**src/hw/rtl/pwrfe_pkg.sv**
```systemverilog
// Shared types and constants for the pulse-width radio frame encoder.
package pwrfe_pkg;

	localparam logic OP_TICK = 1'b0;
	localparam logic OP_SEND = 1'b1;

	localparam logic CFG_FRAMES = 1'b0;
	localparam logic CFG_PERIOD = 1'b1;

	localparam int CFG_DATA_W = 8;

	localparam logic [3:0] FRAMES_RESET = 4'd4;
	localparam logic [7:0] PERIOD_RESET = 8'd184;

	localparam int          PRE_LEN     = 11;
	localparam logic [10:0] PRE_PATTERN = 11'b10101011110;
	localparam int          STOP_LEN     = 5;
	localparam logic [4:0]  STOP_PATTERN = 5'b11110;

	localparam int BIT_POS_W = 7;

	typedef enum logic [3:0] {
		SEQ_PRE  = 4'b0001,
		SEQ_SYM  = 4'b0010,
		SEQ_STOP = 4'b0100,
		SEQ_DONE = 4'b1000
	} seq_t;

	typedef struct packed {
		logic line_data;
		logic tx_active;
		logic busy_res;
		logic send_dropped;
	} res_t;

endpackage

```
**src/hw/rtl/pwrfe_core.sv**
```systemverilog
// Frame sequencer: encoder state and per-word update.
module pwrfe_core #(
	parameter int FRAME_STORE_BYTES = 16,
	parameter int BODY_BITS         = 28
) (
	input  logic              clk,
	input  logic              arst_n,
	input  logic              step,
	input  logic              op,
	input  logic [31:0]       message_word,
	input  logic [3:0]        frames_per_message,
	input  logic [7:0]        frame_period_ticks,
	output pwrfe_pkg::res_t   res
);
	import pwrfe_pkg::*;

	localparam int STORE_BITS = FRAME_STORE_BYTES * 8;
	localparam int SYM_W      = $clog2(BODY_BITS + 1);

	logic [BODY_BITS-1:0] body_q, body_d, shift_q, shift_d;
	logic                 parity_q, parity_d;
	logic [3:0]           frames_left_q, frames_left_d;
	logic [7:0]           period_q, period_d;
	logic                 tx_q, tx_d;
	logic                 line_q, line_d;
	logic [BIT_POS_W-1:0] bit_pos_q, bit_pos_d;
	seq_t                 seq_q, seq_d;
	logic [3:0]           cnt_q, cnt_d;
	logic [SYM_W-1:0]     sym_q, sym_d;
	logic [1:0]           sub_q, sub_d;

	logic busy, start, dropped, sym_one, sym_end, last_sym, bit_val;

	always_comb begin
		last_sym = (sym_q == SYM_W'(BODY_BITS));
		sym_one  = last_sym ? parity_q : shift_q[BODY_BITS-1];
		sym_end  = sym_one ? (sub_q == 2'd2) : (sub_q == 2'd1);
		busy     = tx_q || (frames_left_q != 4'd0);

		unique case (seq_q)
			SEQ_PRE:  bit_val = PRE_PATTERN[4'(PRE_LEN - 1) - cnt_q];
			SEQ_SYM:  bit_val = (sub_q == 2'd0) ? 1'b1 : ((sub_q == 2'd1) ? sym_one : 1'b0);
			SEQ_STOP: bit_val = STOP_PATTERN[3'(STOP_LEN - 1) - cnt_q[2:0]];
			default:  bit_val = 1'b0;
		endcase
	end

	always_comb begin
		body_d        = body_q;
		shift_d       = shift_q;
		parity_d      = parity_q;
		frames_left_d = frames_left_q;
		period_d      = period_q;
		tx_d          = tx_q;
		line_d        = line_q;
		bit_pos_d     = bit_pos_q;
		seq_d         = seq_q;
		cnt_d         = cnt_q;
		sym_d         = sym_q;
		sub_d         = sub_q;
		start         = 1'b0;
		dropped       = 1'b0;

		if (op == OP_SEND) begin
			if (busy) begin
				dropped = 1'b1;
			end else begin
				body_d        = message_word[31 -: BODY_BITS];
				parity_d      = ^message_word[31 -: BODY_BITS];
				frames_left_d = (frames_per_message == 4'd0) ? 4'd1 : frames_per_message;
				start         = 1'b1;
			end
		end else begin
			if (tx_q) begin
				if (seq_q != SEQ_DONE) begin
					line_d    = (int'(bit_pos_q) < STORE_BITS) ? bit_val : 1'b0;
					bit_pos_d = bit_pos_q + 1'b1;
					unique case (seq_q)
						SEQ_PRE: begin
							if (cnt_q == 4'(PRE_LEN - 1)) begin
								seq_d = SEQ_SYM;
								sym_d = '0;
								sub_d = 2'd0;
							end else begin
								cnt_d = cnt_q + 4'd1;
							end
						end
						SEQ_SYM: begin
							if (sym_end) begin
								sub_d   = 2'd0;
								shift_d = shift_q << 1;
								if (last_sym) begin
									seq_d = SEQ_STOP;
									cnt_d = 4'd0;
								end else begin
									sym_d = sym_q + 1'b1;
								end
							end else begin
								sub_d = sub_q + 2'd1;
							end
						end
						SEQ_STOP: begin
							if (cnt_q == 4'(STOP_LEN - 1)) begin
								seq_d = SEQ_DONE;
							end else begin
								cnt_d = cnt_q + 4'd1;
							end
						end
						default: seq_d = SEQ_DONE;
					endcase
				end else begin
					tx_d   = 1'b0;
					line_d = 1'b0;
				end
			end
			if (period_q != 8'hFF) begin
				period_d = period_q + 8'd1;
			end
			if (!tx_d && (frames_left_q != 4'd0) && (period_d >= frame_period_ticks)) begin
				start = 1'b1;
			end
		end

		if (start) begin
			tx_d          = 1'b1;
			bit_pos_d     = '0;
			period_d      = 8'd0;
			seq_d         = SEQ_PRE;
			cnt_d         = 4'd0;
			sym_d         = '0;
			sub_d         = 2'd0;
			shift_d       = body_d;
			frames_left_d = frames_left_d - 4'd1;
		end

		res.line_data    = line_d;
		res.tx_active    = tx_d;
		res.busy_res     = tx_d || (frames_left_d != 4'd0);
		res.send_dropped = dropped;
	end

	always_ff @(posedge clk or negedge arst_n) begin
		if (!arst_n) begin
			frames_left_q <= 4'd0;
			period_q      <= 8'd0;
			tx_q          <= 1'b0;
			line_q        <= 1'b0;
			bit_pos_q     <= '0;
			seq_q         <= SEQ_DONE;
			cnt_q         <= 4'd0;
			sym_q         <= '0;
			sub_q         <= 2'd0;
		end else if (step) begin
			frames_left_q <= frames_left_d;
			period_q      <= period_d;
			tx_q          <= tx_d;
			line_q        <= line_d;
			bit_pos_q     <= bit_pos_d;
			seq_q         <= seq_d;
			cnt_q         <= cnt_d;
			sym_q         <= sym_d;
			sub_q         <= sub_d;
		end
	end

	always_ff @(posedge clk) begin
		if (step) begin
			body_q   <= body_d;
			shift_q  <= shift_d;
			parity_q <= parity_d;
		end
	end

endmodule

```
**src/hw/rtl/pulse_width_radio_frame_encoder.sv**
```systemverilog
// Top level: handshakes, configuration registers and result register.
//
// Input channel (in_valid/in_ready, op, message_word): op 0 is one bit-period
// tick, op 1 requests a send of message_word bits 31 down to 32-BODY_BITS.
// Each accepted word produces exactly one result word on the output channel
// (out_valid/out_ready): line level, radio enable, busy and a flag for a send
// dropped because a message was still going out.
// Configuration channel (cfg_valid/cfg_ready, cfg_index, cfg_data): index 0
// sets frames per message, index 1 sets the minimum frame period in ticks.
// cfg_ready is always high; write only while the block is idle.
// The result word is registered and is valid in the cycle after the input word
// is taken. Throughput: one word per cycle while the receiver keeps up; the
// whole update is one pass of logic between the encoder state and result registers.
// When the receiver stalls, the result register holds and in_ready drops
// until the result is taken; a result taken in the same cycle frees the slot.
// Reset clears the encoder, empties the result register and loads four
// frames per message and a frame period of 184 ticks.
module pulse_width_radio_frame_encoder #(
	parameter int FRAME_STORE_BYTES = 16,
	parameter int BODY_BITS         = 28
) (
	input  logic                            clk,
	input  logic                            arst_n,
	input  logic                            in_valid,
	output logic                            in_ready,
	input  logic                            op,
	input  logic [31:0]                     message_word,
	output logic                            out_valid,
	input  logic                            out_ready,
	output logic                            line_data,
	output logic                            tx_active,
	output logic                            busy_res,
	output logic                            send_dropped,
	input  logic                            cfg_valid,
	output logic                            cfg_ready,
	input  logic                            cfg_index,
	input  logic [pwrfe_pkg::CFG_DATA_W-1:0] cfg_data
);
	import pwrfe_pkg::*;

	logic       in_acc;
	logic [3:0] frames_q;
	logic [7:0] period_q;
	res_t       res_next;
	res_t       res_q;
	logic       out_valid_q;

	assign cfg_ready = 1'b1;
	assign in_ready  = !out_valid_q || out_ready;
	assign in_acc    = in_valid && in_ready;

	always_ff @(posedge clk or negedge arst_n) begin
		if (!arst_n) begin
			frames_q <= FRAMES_RESET;
			period_q <= PERIOD_RESET;
		end else if (cfg_valid && cfg_ready) begin
			unique case (cfg_index)
				CFG_FRAMES: frames_q <= cfg_data[3:0];
				CFG_PERIOD: period_q <= cfg_data[7:0];
				default:    ;
			endcase
		end
	end

	pwrfe_core #(
		.FRAME_STORE_BYTES(FRAME_STORE_BYTES),
		.BODY_BITS        (BODY_BITS)
	) u_core (
		.clk               (clk),
		.arst_n            (arst_n),
		.step              (in_acc),
		.op                (op),
		.message_word      (message_word),
		.frames_per_message(frames_q),
		.frame_period_ticks(period_q),
		.res               (res_next)
	);

	always_ff @(posedge clk or negedge arst_n) begin
		if (!arst_n) begin
			out_valid_q <= 1'b0;
		end else if (in_acc) begin
			out_valid_q <= 1'b1;
		end else if (out_ready) begin
			out_valid_q <= 1'b0;
		end
	end

	always_ff @(posedge clk) begin
		if (in_acc) begin
			res_q <= res_next;
		end
	end

	assign out_valid    = out_valid_q;
	assign line_data    = res_q.line_data;
	assign tx_active    = res_q.tx_active;
	assign busy_res     = res_q.busy_res;
	assign send_dropped = res_q.send_dropped;

	a_enable_implies_busy: assert property (@(posedge clk) disable iff (!arst_n)
		out_valid |-> (!tx_active || busy_res))
		else $error("radio enabled while not busy");

	a_tick_never_drops: assert property (@(posedge clk) disable iff (!arst_n)
		(in_acc && op == OP_TICK) |=> !send_dropped)
		else $error("tick word flagged as dropped send");

	a_ready_when_empty: assert property (@(posedge clk) disable iff (!arst_n)
		!out_valid |-> in_ready)
		else $error("input stalled with empty result register");

	a_drop_only_when_busy: assert property (@(posedge clk) disable iff (!arst_n)
		(in_acc && op == OP_SEND && !res_next.send_dropped) |=> busy_res)
		else $error("accepted send did not start a message");

endmodule
```
**config.mk**
```make
export PLATFORM = sky130hd
export DESIGN_NAME = pulse_width_radio_frame_encoder
export DESIGN_NICKNAME = d
export VERILOG_FILES = /design/src/hw/rtl/pwrfe_pkg.sv /design/src/hw/rtl/pwrfe_core.sv /design/src/hw/rtl/pulse_width_radio_frame_encoder.sv
export SDC_FILE = /design/constraint.sdc
export NUM_CORES = 1
export LEC_CHECK = 0
export ABC_AREA = 1
export BUFFER_PORTS_ARGS = -buffer_cell sky130_fd_sc_hd__buf_2
export CAP_MARGIN = 25
export CORE_MARGIN = 5
export CORE_UTILIZATION = 56
export CTS_BUF_LIST = sky130_fd_sc_hd__clkbuf_2 sky130_fd_sc_hd__clkbuf_4 sky130_fd_sc_hd__clkbuf_8
export CTS_CLUSTER_DIAMETER = 50
export CTS_CLUSTER_SIZE = 20
export DETAILED_ROUTE_END_ITERATION = 12
export GPL_TIMING_DRIVEN = 0
export PLACE_DENSITY_LB_ADDON = 0.1
export SYNTH_ARGS = -nofsm -noshare
export SYNTH_HDL_FRONTEND = slang
export SYNTH_HIERARCHICAL = 1
export SYNTH_SLANG_ARGS = --single-unit
```
**constraint.sdc**
```tcl
create_clock -name clk -period 4.6 [get_ports clk]
set_input_delay 0.69 -clock clk [delete_from_list [all_inputs] [get_ports clk]]
set_output_delay 0.69 -clock clk [all_outputs]
set_load 0.03 [all_outputs]
```
* Word level (Yosys, flattened, before mapping)
Memories as Yosys holds them, arrays and structs flattened. Index checks and enable logic that the tools add are counted.
Cells by class: $add $sub $neg 7, equal/unequal tests 18, bitwise logic cells 2, muxes and demuxes 70, reductions and logical operators 29, magnitude comparators 3
Operators by type and width (number):
- $mux W28 | 8
- $mux W4 | 20
- $mux W5 | 7
- $mux W8 | 4
- $reduce_xor A28 Y1 | 1
- $pmux W4 S3 | 2
- $mux W1 | 20
- $reduce_and A8 Y1 | 2
- $mux W2 | 6
- $ne A3 B1 Y1 const B | 4
- $reduce_and A6 Y1 | 2
- $reduce_bool A4 Y1 | 3
- $pmux W5 S2 | 1
- $reduce_bool A2 Y1 | 5
- $ne A3 B2 Y1 const B | 3
- $reduce_and A9 Y1 | 1
- $add A8 B1 Y8 const B | 1
- $eq A4 B3 Y1 const B | 2
- $ge A8 B8 Y1 | 1
- $ne A8 B8 Y1 const B | 1
- $reduce_and A2 Y1 | 3
- $add A5 B1 Y5 const B | 1
- $eq A5 B5 Y1 const B | 1
- $lt A4 B5 Y1 const B | 1
- other kinds (23) | 29
Storage, ports and cells: memory bits (read-only) 24, memories kept 2, logic and storage cells 149, register bits after elaboration 103, output and inout bits 7
Memory list:
- (no name shown) | depth 16, bits a word 1, read ports 1, clocked after Yosys merged registers in 0, write ports 0, line pwrfe_core.sv:41 | SEQ_PRE: bit_val = PRE_PATTERN[4'(PRE_LEN - 1) - cnt_q];
- (no name shown) | depth 8, bits a word 1, read ports 1, clocked after Yosys merged registers in 0, write ports 0, line pwrfe_core.sv:43 | SEQ_STOP: bit_val = STOP_PATTERN[3'(STOP_LEN - 1) - cnt_q[2:0]];

* Longest topological paths before layout
Gate-level depths: netlist of the first run.
depth after elaboration 12, depth in mapped cells 23

* Modules after synthesis
Netlist of the first run, hierarchy kept.
By module, submodules not included:
- pwrfe_core | times used 1, cells each 586, area an instance 5192.5 µm²
- pulse_width_radio_frame_encoder | times used 1, cells each 65, area an instance 663.1 µm²

* Least setup slack after synthesis of the first run
Ideal clock, no wire load.
kind input -> register, start input port in_valid, end register u_core.shift_q[0], enable pin, arrival 4.395 ns, library setup time 0.413 ns, data required time 4.187 ns, cell stages on the path 7, buffers on the path 1, slack -0.208 ns, cell sequence inv_1 > a21oi_1 > clkbuf_1 > inv_1 > nor2_2 > nand2_4 > nor2_1
On the way: longest elaborated chain between the ends 2
Ends and longest elaborated chain:
- start: declaration | line pulse_width_radio_frame_encoder.sv:24 | input logic in_valid,
- $logic_and A1 B1 Y1 | line pulse_width_radio_frame_encoder.sv:50 | assign in_acc = in_valid && in_ready;
- via in_acc | line pulse_width_radio_frame_encoder.sv:41 | logic in_acc;
- $reduce_and A6 Y1 (no source line)
- end signal: assignment | line pwrfe_core.sv:169 | shift_q <= shift_d;
- end: declaration | line pwrfe_core.sv:20 | logic [BODY_BITS-1:0] body_q, body_d, shift_q, shift_d;
The timed path passes the listed nets, and every way through them passes these cells. A chain may end at the register's enable or synchronous reset.

* Worst setup path in the final report of the first run
start register u_core.period_q[0], end register u_core.shift_q[15], enable pin
On the way: longest elaborated chain between the ends 9, elaborated cells on any way between the ends 14, classes of those cells add/sub (1); order compare (1); eq/ne (2); mux (4); reduce/logical (6)
Ends and longest elaborated chain:
- start: declaration | line pwrfe_core.sv:23 | logic [7:0] period_q, period_d;
- start signal: assignment | line pwrfe_core.sv:155 | period_q <= period_d;
- $add A8 B1 Y8 / $ne A8 B8 Y1 (equally long branches) | line pwrfe_core.sv:117, pwrfe_core.sv:116
- $mux W8 (*) | line pwrfe_core.sv:116 | if (period_q != 8'hFF) begin
- $mux W8 (*) | line pwrfe_core.sv:64 | if (op == OP_SEND) begin
- $ge A8 B8 Y1 (*) | line pwrfe_core.sv:119 | if (!tx_d && (frames_left_q != 4'd0) && (period_d >= frame_period_ticks)) begin
- $logic_and A1 B1 Y1 (*) | line pwrfe_core.sv:119
- $mux W1 (*) | line pwrfe_core.sv:119
- $mux W1 (*) | line pwrfe_core.sv:64
- $ne A2 B1 Y1 (no source line) / $reduce_bool A2 Y1 (equally long branches)
- $reduce_and A6 Y1 (no source line) (*)
Every way passes the cells marked *; elsewhere a longest branch is shown, timed or not. The select of a mux whose other input is x is not followed.

==> impl_metrics.prom, run 1 <==
# TYPE chip_impl_metric gauge
chip_impl_metric{name="grt-ovfl-total",unit=""} 0
chip_impl_metric{name="grt_first_pass_wirelength",unit="um"} 20200
chip_impl_metric{name="synthDistinctLibCells",unit=""} 41
chip_impl_metric{name="synth-edff-count",unit=""} 61
chip_impl_metric{name="worstRegToRegCells",unit=""} 19
chip_impl_info{name="synth_flop_cell",value="sky130_fd_sc_hd__edfxtp_1"} 1
chip_impl_metric{name="worstPathRequired",unit="ns"} 4.68
chip_impl_metric{name="synth.net_count",unit=""} 719
chip_impl_metric{name="total_iterations_of_the_first_detailed_routing_run",unit=""} 4
chip_impl_metric{name="synth_top_area_frac",unit=""} 0.313
chip_impl_metric{name="numClockSinks",unit=""} 103
chip_impl_metric{name="vdd_ir_drop_max",unit="uV"} 259
chip_impl_info{name="synth.top_cells.by_count",value="sky130_fd_sc_hd__nand2_1 (204), sky130_fd_sc_hd__edfxtp_1 (61), sky130_fd_sc_hd__nor2_1 (54)"} 1
chip_impl_metric{name="clk_latency",unit="ns"} 0.36
chip_impl_info{name="cts_root_buf",value="sky130_fd_sc_hd__clkbuf_8"} 1
chip_impl_metric{name="cts_buffers",unit=""} 9
chip_impl_metric{name="drive_above_1_share",unit=""} 0.191
chip_impl_metric{name="ctsResizeCount",unit=""} 0
chip_impl_metric{name="dieWidth",unit="um"} 112
chip_impl_metric{name="largest_net_degree_at_the_start_of_global_routing",unit=""} 43
chip_impl_metric{name="routed_wire_length_per_instance",unit="um"} 13.8
chip_impl_metric{name="std_cell_rows",unit=""} 37
chip_impl_metric{name="post-route-drc-count",unit=""} 0
chip_impl_metric{name="power-per-cell-area",unit="nW/um^2"} 520
chip_impl_info{name="min-delay-path-class",value="in2async"} 1
chip_impl_metric{name="intPower",unit="mW"} 2.01
chip_impl_metric{name="portBuffers",unit=""} 47
chip_impl_metric{name="vias_in_the_first_global_route",unit=""} 4451
chip_impl_metric{name="clock_tree.htree_level_count",unit=""} 3
chip_impl_info{name="crit_path_end",value="u_core/shift_q[15]"} 1
chip_impl_metric{name="final.min_clock_period",unit="ns"} 3.97
chip_impl_metric{name="chipHeight",unit="um"} 112
chip_impl_metric{name="maxClockFrequency",unit="GHz"} 0.252
chip_impl_metric{name="wirelength",unit="um"} 11700
chip_impl_metric{name="dr_total_vias",unit=""} 4447
chip_impl_info{name="synth_top_cells_by_area",value="sky130_fd_sc_hd__edfxtp_1 (31%), sky130_fd_sc_hd__dfrtp_1 (15%), sky130_fd_sc_hd__nand2_1 (13%)"} 1
chip_impl_metric{name="cp_max_fo",unit=""} 17
chip_impl_metric{name="worst-slew-pin-transition",unit="ns"} 0.726
chip_impl_metric{name="instances_no_fill",unit=""} 853
chip_impl_metric{name="global_route_usage_over_all_layers",unit=""} 0.194
chip_impl_metric{name="placeableCoreArea",unit="sq um"} 10300
chip_impl_info{name="setup.worst_path.end_class",value="flip-flop"} 1
chip_impl_metric{name="worst_case_register_to_register_setup_slack",unit="ns"} 0.63
chip_impl_metric{name="yosysSeqAreaShare",unit=""} 0.494
chip_impl_metric{name="number_of_synthesized_register_bits",unit=""} 103
chip_impl_metric{name="areaGrowthSynthToFinish",unit="%"} 11.8
chip_impl_metric{name="dp.cells",unit=""} 836
chip_impl_metric{name="power.clock.fraction",unit=""} 0.165
chip_impl_metric{name="drt-initial-drc-count",unit=""} 198
chip_impl_metric{name="initial_standard_cell_utilization_of_the_core",unit=""} 0.570
chip_impl_metric{name="relative_slew_slack",unit=""} 0.516
chip_impl_info{name="worst_r2r_startpoint",value="u_core/period_q[0]"} 1
chip_impl_metric{name="cts-hold-fix-buffers",unit=""} 0
chip_impl_metric{name="clockBufferDepth",unit=""} 2
chip_impl_metric{name="seqPwrFrac",unit=""} 0.387
chip_impl_metric{name="post_synth.cell_area_avg",unit="sq um"} 8.99
chip_impl_metric{name="drv_cap",unit=""} 0
chip_impl_metric{name="yosys_warnings",unit=""} 6
chip_impl_metric{name="swShare",unit=""} 0.409
chip_impl_metric{name="p_leak",unit="nW"} 3.01
chip_impl_metric{name="hpwl",unit="um"} 8800
chip_impl_metric{name="synthCells",unit=""} 651
chip_impl_metric{name="total_switching_power",unit="mW"} 1.39
chip_impl_info{name="synth_top_cell_by_area",value="sky130_fd_sc_hd__edfxtp_1"} 1
chip_impl_metric{name="antenna_cells_inserted",unit=""} 0
chip_impl_metric{name="grt_antenna_before_repair",unit=""} 0
chip_impl_metric{name="synth_area",unit="sq um"} 5860
chip_impl_metric{name="detail-route-antenna-nets",unit=""} 0
chip_impl_metric{name="cp_data_arrival_time",unit="ns"} 4.05
chip_impl_metric{name="final.setup_skew",unit="ns"} 0.0106
chip_impl_metric{name="power_frac_comb",unit=""} 0.447
chip_impl_metric{name="setup_repair_bufs_after_cts",unit=""} 0
chip_impl_info{name="timing_worst_setup_path_type",value="reg2reg"} 1
chip_impl_metric{name="boundary_pins",unit=""} 54
chip_impl_info{name="reg2reg_to",value="u_core/shift_q[15]"} 1
chip_impl_info{name="cts_tree",value="done"} 1
chip_impl_info{name="grt_setup_unrepaired",value="false"} 1
chip_impl_info{name="yosys.cell_count.top_type",value="sky130_fd_sc_hd__nand2_1"} 1
chip_impl_info{name="timing.critical_path.from_type",value="flip-flop"} 1
chip_impl_metric{name="finalHoldViolCount",unit=""} 0
chip_impl_metric{name="design.final.nets",unit=""} 780
chip_impl_metric{name="p_total",unit="mW"} 3.41
chip_impl_metric{name="vias_per_cell",unit=""} 5.21
chip_impl_info{name="run_status",value="completed"} 1
chip_impl_metric{name="timing.final.setup_violations",unit=""} 0
chip_impl_metric{name="die-area",unit="sq um"} 12600
chip_impl_metric{name="place_congestion",unit=""} 0.860
chip_impl_metric{name="ys_async_sr_fraction",unit=""} 0.408
chip_impl_info{name="worst_setup_path_startpoint",value="u_core/period_q[0]"} 1
chip_impl_metric{name="slew_viol_final",unit=""} 0
chip_impl_metric{name="fin_crit_sh",unit=""} 0.863
chip_impl_metric{name="cts.clk_slew.worst_paths",unit="ns"} 0.09
[power groups by stage]
stage	logic, mW	registers (mW)	clock network (mW)
3_5_place_dp	1.52	1.34	0
4_1_cts	1.53	1.32	0.581
2_1_floorplan	1.17	1.33	0
3_3_place_gp	1.45	1.33	0
5_1_grt	1.72	1.34	0.621
6_report	1.52	1.32	0.564
[worst min path at each step]
stage	startpoint	slack (ns)	to
floorplan	arst_n	0.39	frames_q[0]
finish	arst_n	0.27	u_core/period_q[2]
CTS	period_q[7]	0.47	period_q[7]
global route	arst_n	0.28	u_core/period_q[2]
global placement	period_q[7]	0.45	period_q[7]
detailed placement	period_q[7]	0.45	period_q[7]
[per-layer routing]
layer	vias up	part of all wire	track usage
met1	2099	0.45	0.247
met2	79	0.50	0.334
met4	0	0.013	0.0697
met5	-	0	0
met3	13	0.038	0.0318
li1	2256	-	-
[critical path, cell delays in order, from the launching register on]
cell	delay, ns
sky130_fd_sc_hd__dfrtp_1	0.40
sky130_fd_sc_hd__ha_1	0.19
sky130_fd_sc_hd__nand2_1	0.11
sky130_fd_sc_hd__inv_1	0.07
sky130_fd_sc_hd__nand2_1	0.08
sky130_fd_sc_hd__nor2_2	0.21
sky130_fd_sc_hd__inv_1	0.13
sky130_fd_sc_hd__nand4_1	0.11
sky130_fd_sc_hd__xor2_1	0.20
sky130_fd_sc_hd__inv_1	0.07
sky130_fd_sc_hd__ha_1	0.30
sky130_fd_sc_hd__a21oi_1	0.07
sky130_fd_sc_hd__o21a_1	0.18
sky130_fd_sc_hd__nand2_2	0.16
sky130_fd_sc_hd__nand2_8	0.11
sky130_fd_sc_hd__nand2_2	0.13
sky130_fd_sc_hd__buf_2	0.27
sky130_fd_sc_hd__a21oi_1	0.09
sky130_fd_sc_hd__nor2_2	0.57
sky130_fd_sc_hd__buf_16	0.23
[cells by family (layout without fill, tap and decap cells)]
group | count (synthesis) | count (layout) | share of synthesized area
adders and majority gates | 21 | 21 | 0.0449
and+or+nand+nor | 343 | 343 | 0.275
buffers and inverters | 82 | 148 | 0.0641
xor gates and xnor gates | 39 | 39 | 0.0583
DFF | 103 | 103 | 0.494
AOI/OAI and AO/OA | 62 | 62 | 0.0632
other | 1 | 1 | 0.000640
[flip-flops by register name (all words and copies together), names as in the netlist]
name / flops
busy_res: 1
frames_q: 4
line_data: 1
out_valid: 1
period_q: 8
send_dropped: 1
tx_active: 1
u_core/body_q: 28
u_core/cnt_q: 4
u_core/frames_left_q: 4
u_core/line_q: 1
u_core/parity_q: 1
u_core/period_q: 8
u_core/seq_q: 4
u_core/shift_q: 28
u_core/sub_q: 2
u_core/sym_q: 5
u_core/tx_q: 1
[per-stage QoR]
step / instance area [sq um] / worst slack, ns / util / hold WS (ns) / setup TNS [ns]
after floorplan: 5860 / 0.427 / - / 0.394 / 0
after global routing: 6550 / 0.310 / 0.637 / 0.283 / 0
final: 6550 / 0.631 / 0.637 / 0.273 / 0
after CTS: 6520 / 0.581 / 0.635 / 0.466 / 0
after detailed placement: 6330 / 0.612 / 0.616 / 0.452 / 0
after global placement: 6260 / -1.04 / 0.610 / 0.454 / -29.10
[area by class of cell]
cell class | count | area, sq um
sequential | 103 | 2890
clock buffer | 10 | 131
buffer | 23 | 151
multi-input combinational | 466 | 2600
tap | 136 | 170
inverter | 59 | 224
clock inverter | 6 | 60.1
fill | 878 | 3730
timing repair buffer | 50 | 318
[layout by cell type (no fill, tap or decap), types with 2 or more instances in the layout]
master	Yosys	routed
sky130_fd_sc_hd__clkinv_1	0	2
sky130_fd_sc_hd__nand3b_1	3	3
sky130_fd_sc_hd__buf_2	7	54
sky130_fd_sc_hd__clkbuf_8	0	9
sky130_fd_sc_hd__buf_4	11	11
sky130_fd_sc_hd__nor3_1	2	2
sky130_fd_sc_hd__nor2_1	54	53
sky130_fd_sc_hd__nand3_2	3	3
sky130_fd_sc_hd__nand4_1	2	2
sky130_fd_sc_hd__buf_6	2	2
sky130_fd_sc_hd__edfxtp_1	61	61
sky130_fd_sc_hd__o22ai_1	5	5
sky130_fd_sc_hd__nand2_4	2	2
sky130_fd_sc_hd__xnor2_1	23	23
sky130_fd_sc_hd__a21oi_4	1	2
sky130_fd_sc_hd__xor2_1	16	16
sky130_fd_sc_hd__nand4_2	4	4
sky130_fd_sc_hd__nor2_4	5	5
sky130_fd_sc_hd__ha_1	21	21
sky130_fd_sc_hd__clkbuf_1	3	3
sky130_fd_sc_hd__nor2_8	3	3
sky130_fd_sc_hd__a31oi_1	28	28
sky130_fd_sc_hd__nor2_2	5	6
sky130_fd_sc_hd__nand2_1	204	204
sky130_fd_sc_hd__or2_2	3	3
sky130_fd_sc_hd__nand3_1	40	40
sky130_fd_sc_hd__inv_1	52	52
sky130_fd_sc_hd__a21oi_1	9	8
sky130_fd_sc_hd__buf_16	0	3
sky130_fd_sc_hd__nand2_2	8	8
sky130_fd_sc_hd__nand4_4	2	2
sky130_fd_sc_hd__dfrtp_1	36	36
sky130_fd_sc_hd__o21ai_0	15	15
sky130_fd_sc_hd__inv_2	6	6
sky130_fd_sc_hd__dfstp_2	6	6
Note: power is estimated with default switching activity, not from simulation.
==> inputs of run 2 (changes only) <==
--- a/config.mk
+++ b/config.mk
@@ -8,8 +8,10 @@
 export ABC_AREA = 1
 export BUFFER_PORTS_ARGS = -buffer_cell sky130_fd_sc_hd__buf_2
 export CAP_MARGIN = 25
-export CORE_MARGIN = 5
-export CORE_UTILIZATION = 56
+export CELL_PAD_IN_SITES_DETAIL_PLACEMENT = 2
+export CELL_PAD_IN_SITES_GLOBAL_PLACEMENT = 2
+export CORE_MARGIN = 2
+export CORE_UTILIZATION = 35
 export CTS_BUF_LIST = sky130_fd_sc_hd__clkbuf_2 sky130_fd_sc_hd__clkbuf_4 sky130_fd_sc_hd__clkbuf_8
 export CTS_CLUSTER_DIAMETER = 50
 export CTS_CLUSTER_SIZE = 20
==> impl_metrics.prom, run 2 (same netlist as run 1, synthesis figures left out) <==
# TYPE chip_impl_metric gauge
chip_impl_metric{name="portBuffers",unit=""} 47
chip_impl_metric{name="met1_track_utilization_from_global_routing",unit=""} 0.228
chip_impl_info{name="grt_busiest_layer",value="met2"} 1
chip_impl_info{name="mostFrequentLayoutCell",value="sky130_fd_sc_hd__nand2_1"} 1
chip_impl_metric{name="cts-hold-fix-buffers",unit=""} 0
chip_impl_metric{name="largest_net_degree_at_the_start_of_global_routing",unit=""} 43
chip_impl_metric{name="clk_latency",unit="ns"} 0.38
chip_impl_metric{name="drive_above_1_share",unit=""} 0.193
chip_impl_metric{name="worst-slew-pin-transition",unit="ns"} 0.911
chip_impl_metric{name="clockBufferDepth",unit=""} 2
chip_impl_metric{name="vias_per_cell",unit=""} 4.92
chip_impl_metric{name="chipHeight",unit="um"} 133
chip_impl_metric{name="grt-ovfl-total",unit=""} 0
chip_impl_info{name="largestRegisters",value="u_core/body_q: 28 flops, u_core/shift_q: 28 flops"} 1
chip_impl_metric{name="dp.cells",unit=""} 919
chip_impl_metric{name="groute.layer.met3.usage",unit=""} 0.0289
chip_impl_metric{name="global_route_usage_over_all_layers",unit=""} 0.188
chip_impl_info{name="cts_tree",value="done"} 1
chip_impl_metric{name="worst-path-stages",unit=""} 18
chip_impl_metric{name="design.final.nets",unit=""} 779
chip_impl_metric{name="std_cell_rows",unit=""} 47
chip_impl_metric{name="drt-initial-drc-count",unit=""} 112
chip_impl_metric{name="fillers",unit=""} 1865
chip_impl_metric{name="post-route-drc-count",unit=""} 0
chip_impl_metric{name="final.min_clock_period",unit="ns"} 4.11
chip_impl_metric{name="worst-path-buf-inv",unit=""} 4
chip_impl_info{name="reg2reg_to",value="u_core/shift_q[5]"} 1
chip_impl_metric{name="slew_viol_final",unit=""} 0
chip_impl_metric{name="routed_wire_length_per_instance",unit="um"} 16.5
chip_impl_metric{name="fin_crit_sh",unit=""} 0.893
chip_impl_metric{name="met2_usage",unit=""} 0.352
chip_impl_metric{name="final.setup_skew",unit="ns"} 0.0139
chip_impl_info{name="worst_setup_path_startpoint",value="u_core/period_q[0]"} 1
chip_impl_metric{name="dieWidth",unit="um"} 133
chip_impl_metric{name="cp_data_arrival_time",unit="ns"} 4.11
chip_impl_info{name="critical_path.cell_chain",value="ha_1, nand2_1, inv_1, nand2_1, nor2_2, inv_1, nand4_1, xor2_1, inv_1, ha_1, a21oi_1, o21a_1, nand2_2, nand2_8, nand2_2, buf_2, a21oi_1, nor2_4"} 1
chip_impl_info{name="worst_r2r_startpoint",value="u_core/period_q[0]"} 1
chip_impl_metric{name="ctsResizeCount",unit=""} 0
chip_impl_metric{name="dr_total_vias",unit=""} 4607
chip_impl_metric{name="initial_standard_cell_utilization_of_the_core",unit=""} 0.356
chip_impl_metric{name="clock_tree.htree_level_count",unit=""} 3
chip_impl_metric{name="place_congestion",unit=""} 0.784
chip_impl_metric{name="worstRegToRegCells",unit=""} 18
chip_impl_info{name="cts_root_buf",value="sky130_fd_sc_hd__clkbuf_8"} 1
chip_impl_metric{name="cp_max_fo",unit=""} 28
chip_impl_metric{name="maxClockFrequency",unit="GHz"} 0.244
chip_impl_metric{name="vias_in_the_first_global_route",unit=""} 5240
chip_impl_metric{name="grt_antenna_before_repair",unit=""} 0
chip_impl_metric{name="hpwl",unit="um"} 11600
chip_impl_metric{name="placeableCoreArea",unit="sq um"} 16500
chip_impl_metric{name="detail-route-antenna-nets",unit=""} 0
chip_impl_info{name="run_status",value="completed"} 1
chip_impl_metric{name="cts_buffers",unit=""} 9
chip_impl_metric{name="critical_path.max_stage_delay",unit="ns"} 0.71
chip_impl_metric{name="worst_case_register_to_register_setup_slack",unit="ns"} 0.49
chip_impl_info{name="crit_path_end",value="u_core/shift_q[5]"} 1
chip_impl_metric{name="wirelength",unit="um"} 15400
chip_impl_metric{name="areaGrowthSynthToFinish",unit="%"} 12.8
chip_impl_info{name="grt_setup_unrepaired",value="false"} 1
chip_impl_metric{name="timing.final.setup_violations",unit=""} 0
chip_impl_metric{name="grt_first_pass_wirelength",unit="um"} 26600
chip_impl_info{name="path_common_cell",value="sky130_fd_sc_hd__inv_1"} 1
chip_impl_metric{name="instances_no_fill",unit=""} 936
chip_impl_info{name="critical-path-top-delay-family",value="simple AND/OR/NAND/NOR gates"} 1
chip_impl_metric{name="drv_cap",unit=""} 0
chip_impl_info{name="timing_worst_setup_path_type",value="reg2reg"} 1
chip_impl_metric{name="antenna_cells_inserted",unit=""} 0
chip_impl_metric{name="p_leak",unit="nW"} 2.99
chip_impl_info{name="timing.critical_path.from_type",value="flip-flop"} 1
chip_impl_metric{name="die-area",unit="sq um"} 17800
chip_impl_info{name="layout.cells.most_common_list",value="sky130_fd_sc_hd__nand2_1 (204), sky130_fd_sc_hd__edfxtp_1 (61), sky130_fd_sc_hd__buf_2 (54), sky130_fd_sc_hd__nor2_1 (53), sky130_fd_sc_hd__inv_1 (52)"} 1
chip_impl_info{name="worst_path_max_delay_cell",value="sky130_fd_sc_hd__nor2_4"} 1
chip_impl_metric{name="total_iterations_of_the_first_detailed_routing_run",unit=""} 4
chip_impl_metric{name="setup_repair_bufs_after_cts",unit=""} 0
chip_impl_metric{name="power-per-cell-area",unit="nW/um^2"} 527
chip_impl_info{name="setup.worst_path.end_class",value="flip-flop"} 1
chip_impl_info{name="min-delay-path-class",value="in2async"} 1
chip_impl_metric{name="finalHoldViolCount",unit=""} 0
chip_impl_metric{name="boundary_pins",unit=""} 54
chip_impl_metric{name="p_total",unit="mW"} 3.48
chip_impl_metric{name="cts.clk_slew.worst_paths",unit="ns"} 0.11
chip_impl_metric{name="vdd_ir_drop_max",unit="uV"} 159
chip_impl_metric{name="worstPathRequired",unit="ns"} 4.60
chip_impl_metric{name="numClockSinks",unit=""} 103
chip_impl_metric{name="relative_slew_slack",unit=""} 0.391
## run 2: cell count changes in the layout (fill, tap and decap cells not counted), sizes merged
cell,previous run,this run
clkinvlp,0,1
inv,60,61
buf,70,69
bufinv,1,0
clkinv,4,3
## run 2: layer usage
metal / vias to the layer above / wire (um)
met2: 40 / 8290
met1: 2307 / 6710
met5: - / 0
li1: 2249 / -
met4: 0 / 142
met3: 11 / 292
## run 2: where the power goes
| part | total (mW) | switching (mW) | leakage [nW] | internal, mW |
|---|---|---|---|---|
| Combinational | 1.60 | 1.05 | 1.80 | 0.550 |
| Clock | 0.549 | 0.342 | 0.0905 | 0.207 |
| Sequential | 1.33 | 0.121 | 1.10 | 1.21 |
| Total | 3.48 | 1.52 | 2.99 | 1.96 |
## run 2: area by class of cell
cell class	instances	area, sq um	area share
inverters	59	224	0.0339
well taps	220	275	0.0417
clock inverters	6	43.8	0.00663
flip-flops and latches	103	2890	0.437
repair buffers	49	283	0.0428
clock buffers	10	131	0.0199
multi-input cells	466	2610	0.395
plain buffers	23	151	0.0229
## run 2: worst min-delay path by stage
stage,to
after detailed placement,period_q[7]
final,period_q[6]
after global placement,period_q[3]
after floorplan,frames_q[0]
after CTS,period_q[7]
after global routing,period_q[6]
## run 2: per-stage QoR
stage          worst slack (ns)  instance area [sq um]  utilization  hold WS [ns]  setup TNS [ns]
2_1_floorplan             0.427                   5860            -         0.394               0
6_report                  0.493                   6610        0.401         0.254               0
3_3_place_gp              -1.38                   6370        0.387         0.456          -38.53
3_5_place_dp              0.530                   6410        0.389         0.460               0
5_1_grt                   0.213                   6610        0.401         0.273               0
4_1_cts                   0.514                   6590        0.400         0.477               0
==> inputs of run 3 (changes only) <==
--- a/config.mk
+++ b/config.mk
@@ -10,6 +10,7 @@
 export CAP_MARGIN = 25
 export CELL_PAD_IN_SITES_DETAIL_PLACEMENT = 2
 export CELL_PAD_IN_SITES_GLOBAL_PLACEMENT = 2
+export CORE_ASPECT_RATIO = 0.9
 export CORE_MARGIN = 2
 export CORE_UTILIZATION = 35
 export CTS_BUF_LIST = sky130_fd_sc_hd__clkbuf_2 sky130_fd_sc_hd__clkbuf_4 sky130_fd_sc_hd__clkbuf_8
==> impl_metrics.prom, run 3 (same netlist as run 1, synthesis figures left out) <==
# TYPE chip_impl_metric gauge
chip_impl_info{name="run_status",value="completed"} 1
chip_impl_metric{name="grt_first_pass_wirelength",unit="um"} 26700
chip_impl_metric{name="largest_net_degree_at_the_start_of_global_routing",unit=""} 43
chip_impl_metric{name="boundary_pins",unit=""} 54
chip_impl_info{name="worst_path_max_delay_cell",value="sky130_fd_sc_hd__nor2_4"} 1
chip_impl_metric{name="place_congestion",unit=""} 0.758
chip_impl_metric{name="p_leak",unit="nW"} 2.98
chip_impl_metric{name="hpwl",unit="um"} 11800
chip_impl_metric{name="wirelength",unit="um"} 15600
chip_impl_metric{name="drt-initial-drc-count",unit=""} 174
chip_impl_metric{name="instances_no_fill",unit=""} 923
chip_impl_metric{name="finalHoldViolCount",unit=""} 0
chip_impl_info{name="cts_root_buf",value="sky130_fd_sc_hd__clkbuf_8"} 1
chip_impl_metric{name="cts.clk_slew.worst_paths",unit="ns"} 0.11
chip_impl_metric{name="intPower",unit="mW"} 1.96
chip_impl_info{name="min-delay-path-class",value="in2async"} 1
chip_impl_info{name="grt_setup_unrepaired",value="false"} 1
chip_impl_info{name="cts_tree",value="done"} 1
chip_impl_metric{name="placeableCoreArea",unit="sq um"} 16200
chip_impl_metric{name="dieWidth",unit="um"} 140
chip_impl_metric{name="totalNegativeSetupSlack",unit="ns"} 0
chip_impl_metric{name="vdd_ir_drop_max",unit="uV"} 209
chip_impl_metric{name="std_cell_rows",unit=""} 44
chip_impl_metric{name="final.setup_skew",unit="ns"} 0.0142
chip_impl_metric{name="critical_path.max_stage_delay",unit="ns"} 0.70
chip_impl_metric{name="clk_latency",unit="ns"} 0.39
chip_impl_info{name="mostFrequentLayoutCell",value="sky130_fd_sc_hd__nand2_1"} 1
chip_impl_info{name="layout.cells.most_common_list",value="sky130_fd_sc_hd__nand2_1 (204), sky130_fd_sc_hd__edfxtp_1 (61), sky130_fd_sc_hd__buf_2 (54), sky130_fd_sc_hd__nor2_1 (53), sky130_fd_sc_hd__inv_1 (52)"} 1
chip_impl_metric{name="grt-ovfl-total",unit=""} 0
chip_impl_metric{name="cts_buffers",unit=""} 9
chip_impl_info{name="setup.worst_path.end_class",value="flip-flop"} 1
chip_impl_info{name="critical_path.cell_chain",value="ha_1, nand2_1, inv_1, nand2_1, nor2_2, inv_1, nand4_1, xor2_1, inv_1, ha_1, a21oi_1, o21a_1, nand2_2, nand2_8, nand2_2, buf_2, a21oi_1, nor2_4"} 1
chip_impl_metric{name="power_frac_comb",unit=""} 0.461
chip_impl_metric{name="final.min_clock_period",unit="ns"} 4.04
chip_impl_metric{name="routed_wire_length_per_instance",unit="um"} 16.9
chip_impl_metric{name="seqPwrFrac",unit=""} 0.379
chip_impl_metric{name="setup_repair_bufs_after_cts",unit=""} 0
chip_impl_metric{name="ctsResizeCount",unit=""} 0
chip_impl_metric{name="place_ws",unit="ns"} 0.497
chip_impl_metric{name="cp_max_fo",unit=""} 28
chip_impl_metric{name="dp.cells",unit=""} 906
chip_impl_metric{name="total_switching_power",unit="mW"} 1.55
chip_impl_metric{name="timing.final.setup_violations",unit=""} 0
chip_impl_metric{name="vias_per_cell",unit=""} 4.97
chip_impl_metric{name="worst_case_register_to_register_setup_slack",unit="ns"} 0.56
chip_impl_metric{name="cp_data_arrival_time",unit="ns"} 4.06
chip_impl_metric{name="fin_crit_sh",unit=""} 0.878
chip_impl_metric{name="power-per-cell-area",unit="nW/um^2"} 532
chip_impl_metric{name="maxClockFrequency",unit="GHz"} 0.248
chip_impl_metric{name="power.clock.fraction",unit=""} 0.160
chip_impl_metric{name="worstRegToRegCells",unit=""} 18
chip_impl_metric{name="antenna_cells_inserted",unit=""} 0
chip_impl_metric{name="drive_above_1_share",unit=""} 0.191
chip_impl_metric{name="chipHeight",unit="um"} 127
chip_impl_metric{name="worstPathRequired",unit="ns"} 4.62
chip_impl_metric{name="swShare",unit=""} 0.441
chip_impl_metric{name="clock_tree.htree_level_count",unit=""} 3
chip_impl_metric{name="initial_standard_cell_utilization_of_the_core",unit=""} 0.361
chip_impl_metric{name="dr_total_vias",unit=""} 4587
chip_impl_metric{name="cts-hold-fix-buffers",unit=""} 0
chip_impl_metric{name="vias_in_the_first_global_route",unit=""} 5107
chip_impl_metric{name="setup_ws",unit="ns"} 0.562
chip_impl_info{name="worst_r2r_startpoint",value="u_core/period_q[0]"} 1
chip_impl_metric{name="post-route-drc-count",unit=""} 0
chip_impl_metric{name="relative_slew_slack",unit=""} 0.399
chip_impl_metric{name="grt_antenna_before_repair",unit=""} 0
chip_impl_metric{name="detail-route-antenna-nets",unit=""} 0
chip_impl_metric{name="areaGrowthSynthToFinish",unit="%"} 12.5
chip_impl_metric{name="portBuffers",unit=""} 47
chip_impl_metric{name="worst-slew-pin-transition",unit="ns"} 0.900
chip_impl_info{name="reg2reg_to",value="u_core/shift_q[6]"} 1
chip_impl_metric{name="total_iterations_of_the_first_detailed_routing_run",unit=""} 4
chip_impl_metric{name="design.final.nets",unit=""} 779
chip_impl_metric{name="slew_viol_final",unit=""} 0
chip_impl_metric{name="die-area",unit="sq um"} 17800
chip_impl_metric{name="drv_cap",unit=""} 0
chip_impl_metric{name="global_route_usage_over_all_layers",unit=""} 0.189
chip_impl_info{name="timing.critical_path.from_type",value="flip-flop"} 1
chip_impl_info{name="path_common_cell",value="sky130_fd_sc_hd__inv_1"} 1
chip_impl_metric{name="numClockSinks",unit=""} 103
chip_impl_info{name="timing_worst_setup_path_type",value="reg2reg"} 1
chip_impl_info{name="largestRegisters",value="u_core/body_q: 28 flops, u_core/shift_q: 28 flops"} 1
chip_impl_metric{name="p_total",unit="mW"} 3.50
chip_impl_metric{name="clockBufferDepth",unit=""} 2
==> run 3: cell count changes in the layout (fill, tap and decap cells not counted), sizes merged <==
cell    delta
clkbuf     -1
clkinv     +1
==> run 3: power by group through the flow <==
| stage | clock network, mW | registers [mW] | logic, mW |
|---|---|---|---|
| after floorplan | 0 | 1.33 | 1.17 |
| after global placement | 0 | 1.34 | 1.53 |
| after detailed placement | 0 | 1.35 | 1.63 |
| after CTS | 0.590 | 1.33 | 1.65 |
| after global routing | 0.621 | 1.35 | 1.84 |
| final | 0.560 | 1.33 | 1.62 |
==> run 3: how the worst max path moves through the flow <==
stage,startpoint,to,slack (ns),cells after the start
after detailed placement,u_core/period_q[0],u_core/shift_q[12],0.50,18
after global placement,out_ready,u_core/shift_q[10],-1.61,8
after CTS,u_core/period_q[0],u_core/shift_q[6],0.47,18
final,u_core/period_q[0],u_core/shift_q[6],0.56,18
after floorplan,out_ready,u_core/shift_q[0],0.43,7
after global routing,u_core/period_q[0],u_core/shift_q[5],0.20,18
==> run 3: through the flow <==
stage | hold slack (ns) | instance area, sq um | utilization
2_1_floorplan | 0.394 | 5860 | -
3_3_place_gp | 0.456 | 6350 | 0.391
3_5_place_dp | 0.457 | 6390 | 0.393
4_1_cts | 0.473 | 6570 | 0.405
5_1_grt | 0.118 | 6590 | 0.406
6_report | 0.135 | 6590 | 0.406
==> run 3: worst max-delay path: cells and delay by family (launching register included) <==
kind	cells	cell delay [ns]
xor+xnor	1	0.23
flops	1	0.40
buf+inv	4	0.56
fa+ha+maj	2	0.49
simple gates	8	1.63
compound gates	3	0.35
==> run 3: layout make-up <==
class | instances | area, sq um
inverters | 59 | 224
well taps | 207 | 259
multi-input cells | 466 | 2610
plain buffers | 23 | 151
clock inverters | 7 | 57.6
fillers | 1839 | 9650
flip-flops and latches | 103 | 2890
clock buffers | 9 | 124
repair buffers | 49 | 275
==> run 3: routing by layer <==
| layer | GRT usage | vias up | wire length (um) |
|---|---|---|---|
| li1 | - | 2257 | - |
| met1 | 0.251 | 2272 | 7280 |
| met2 | 0.324 | 49 | 7850 |
| met3 | 0.0378 | 9 | 401 |
| met4 | 0.0339 | 0 | 114 |
| met5 | 0 | - | 0 |
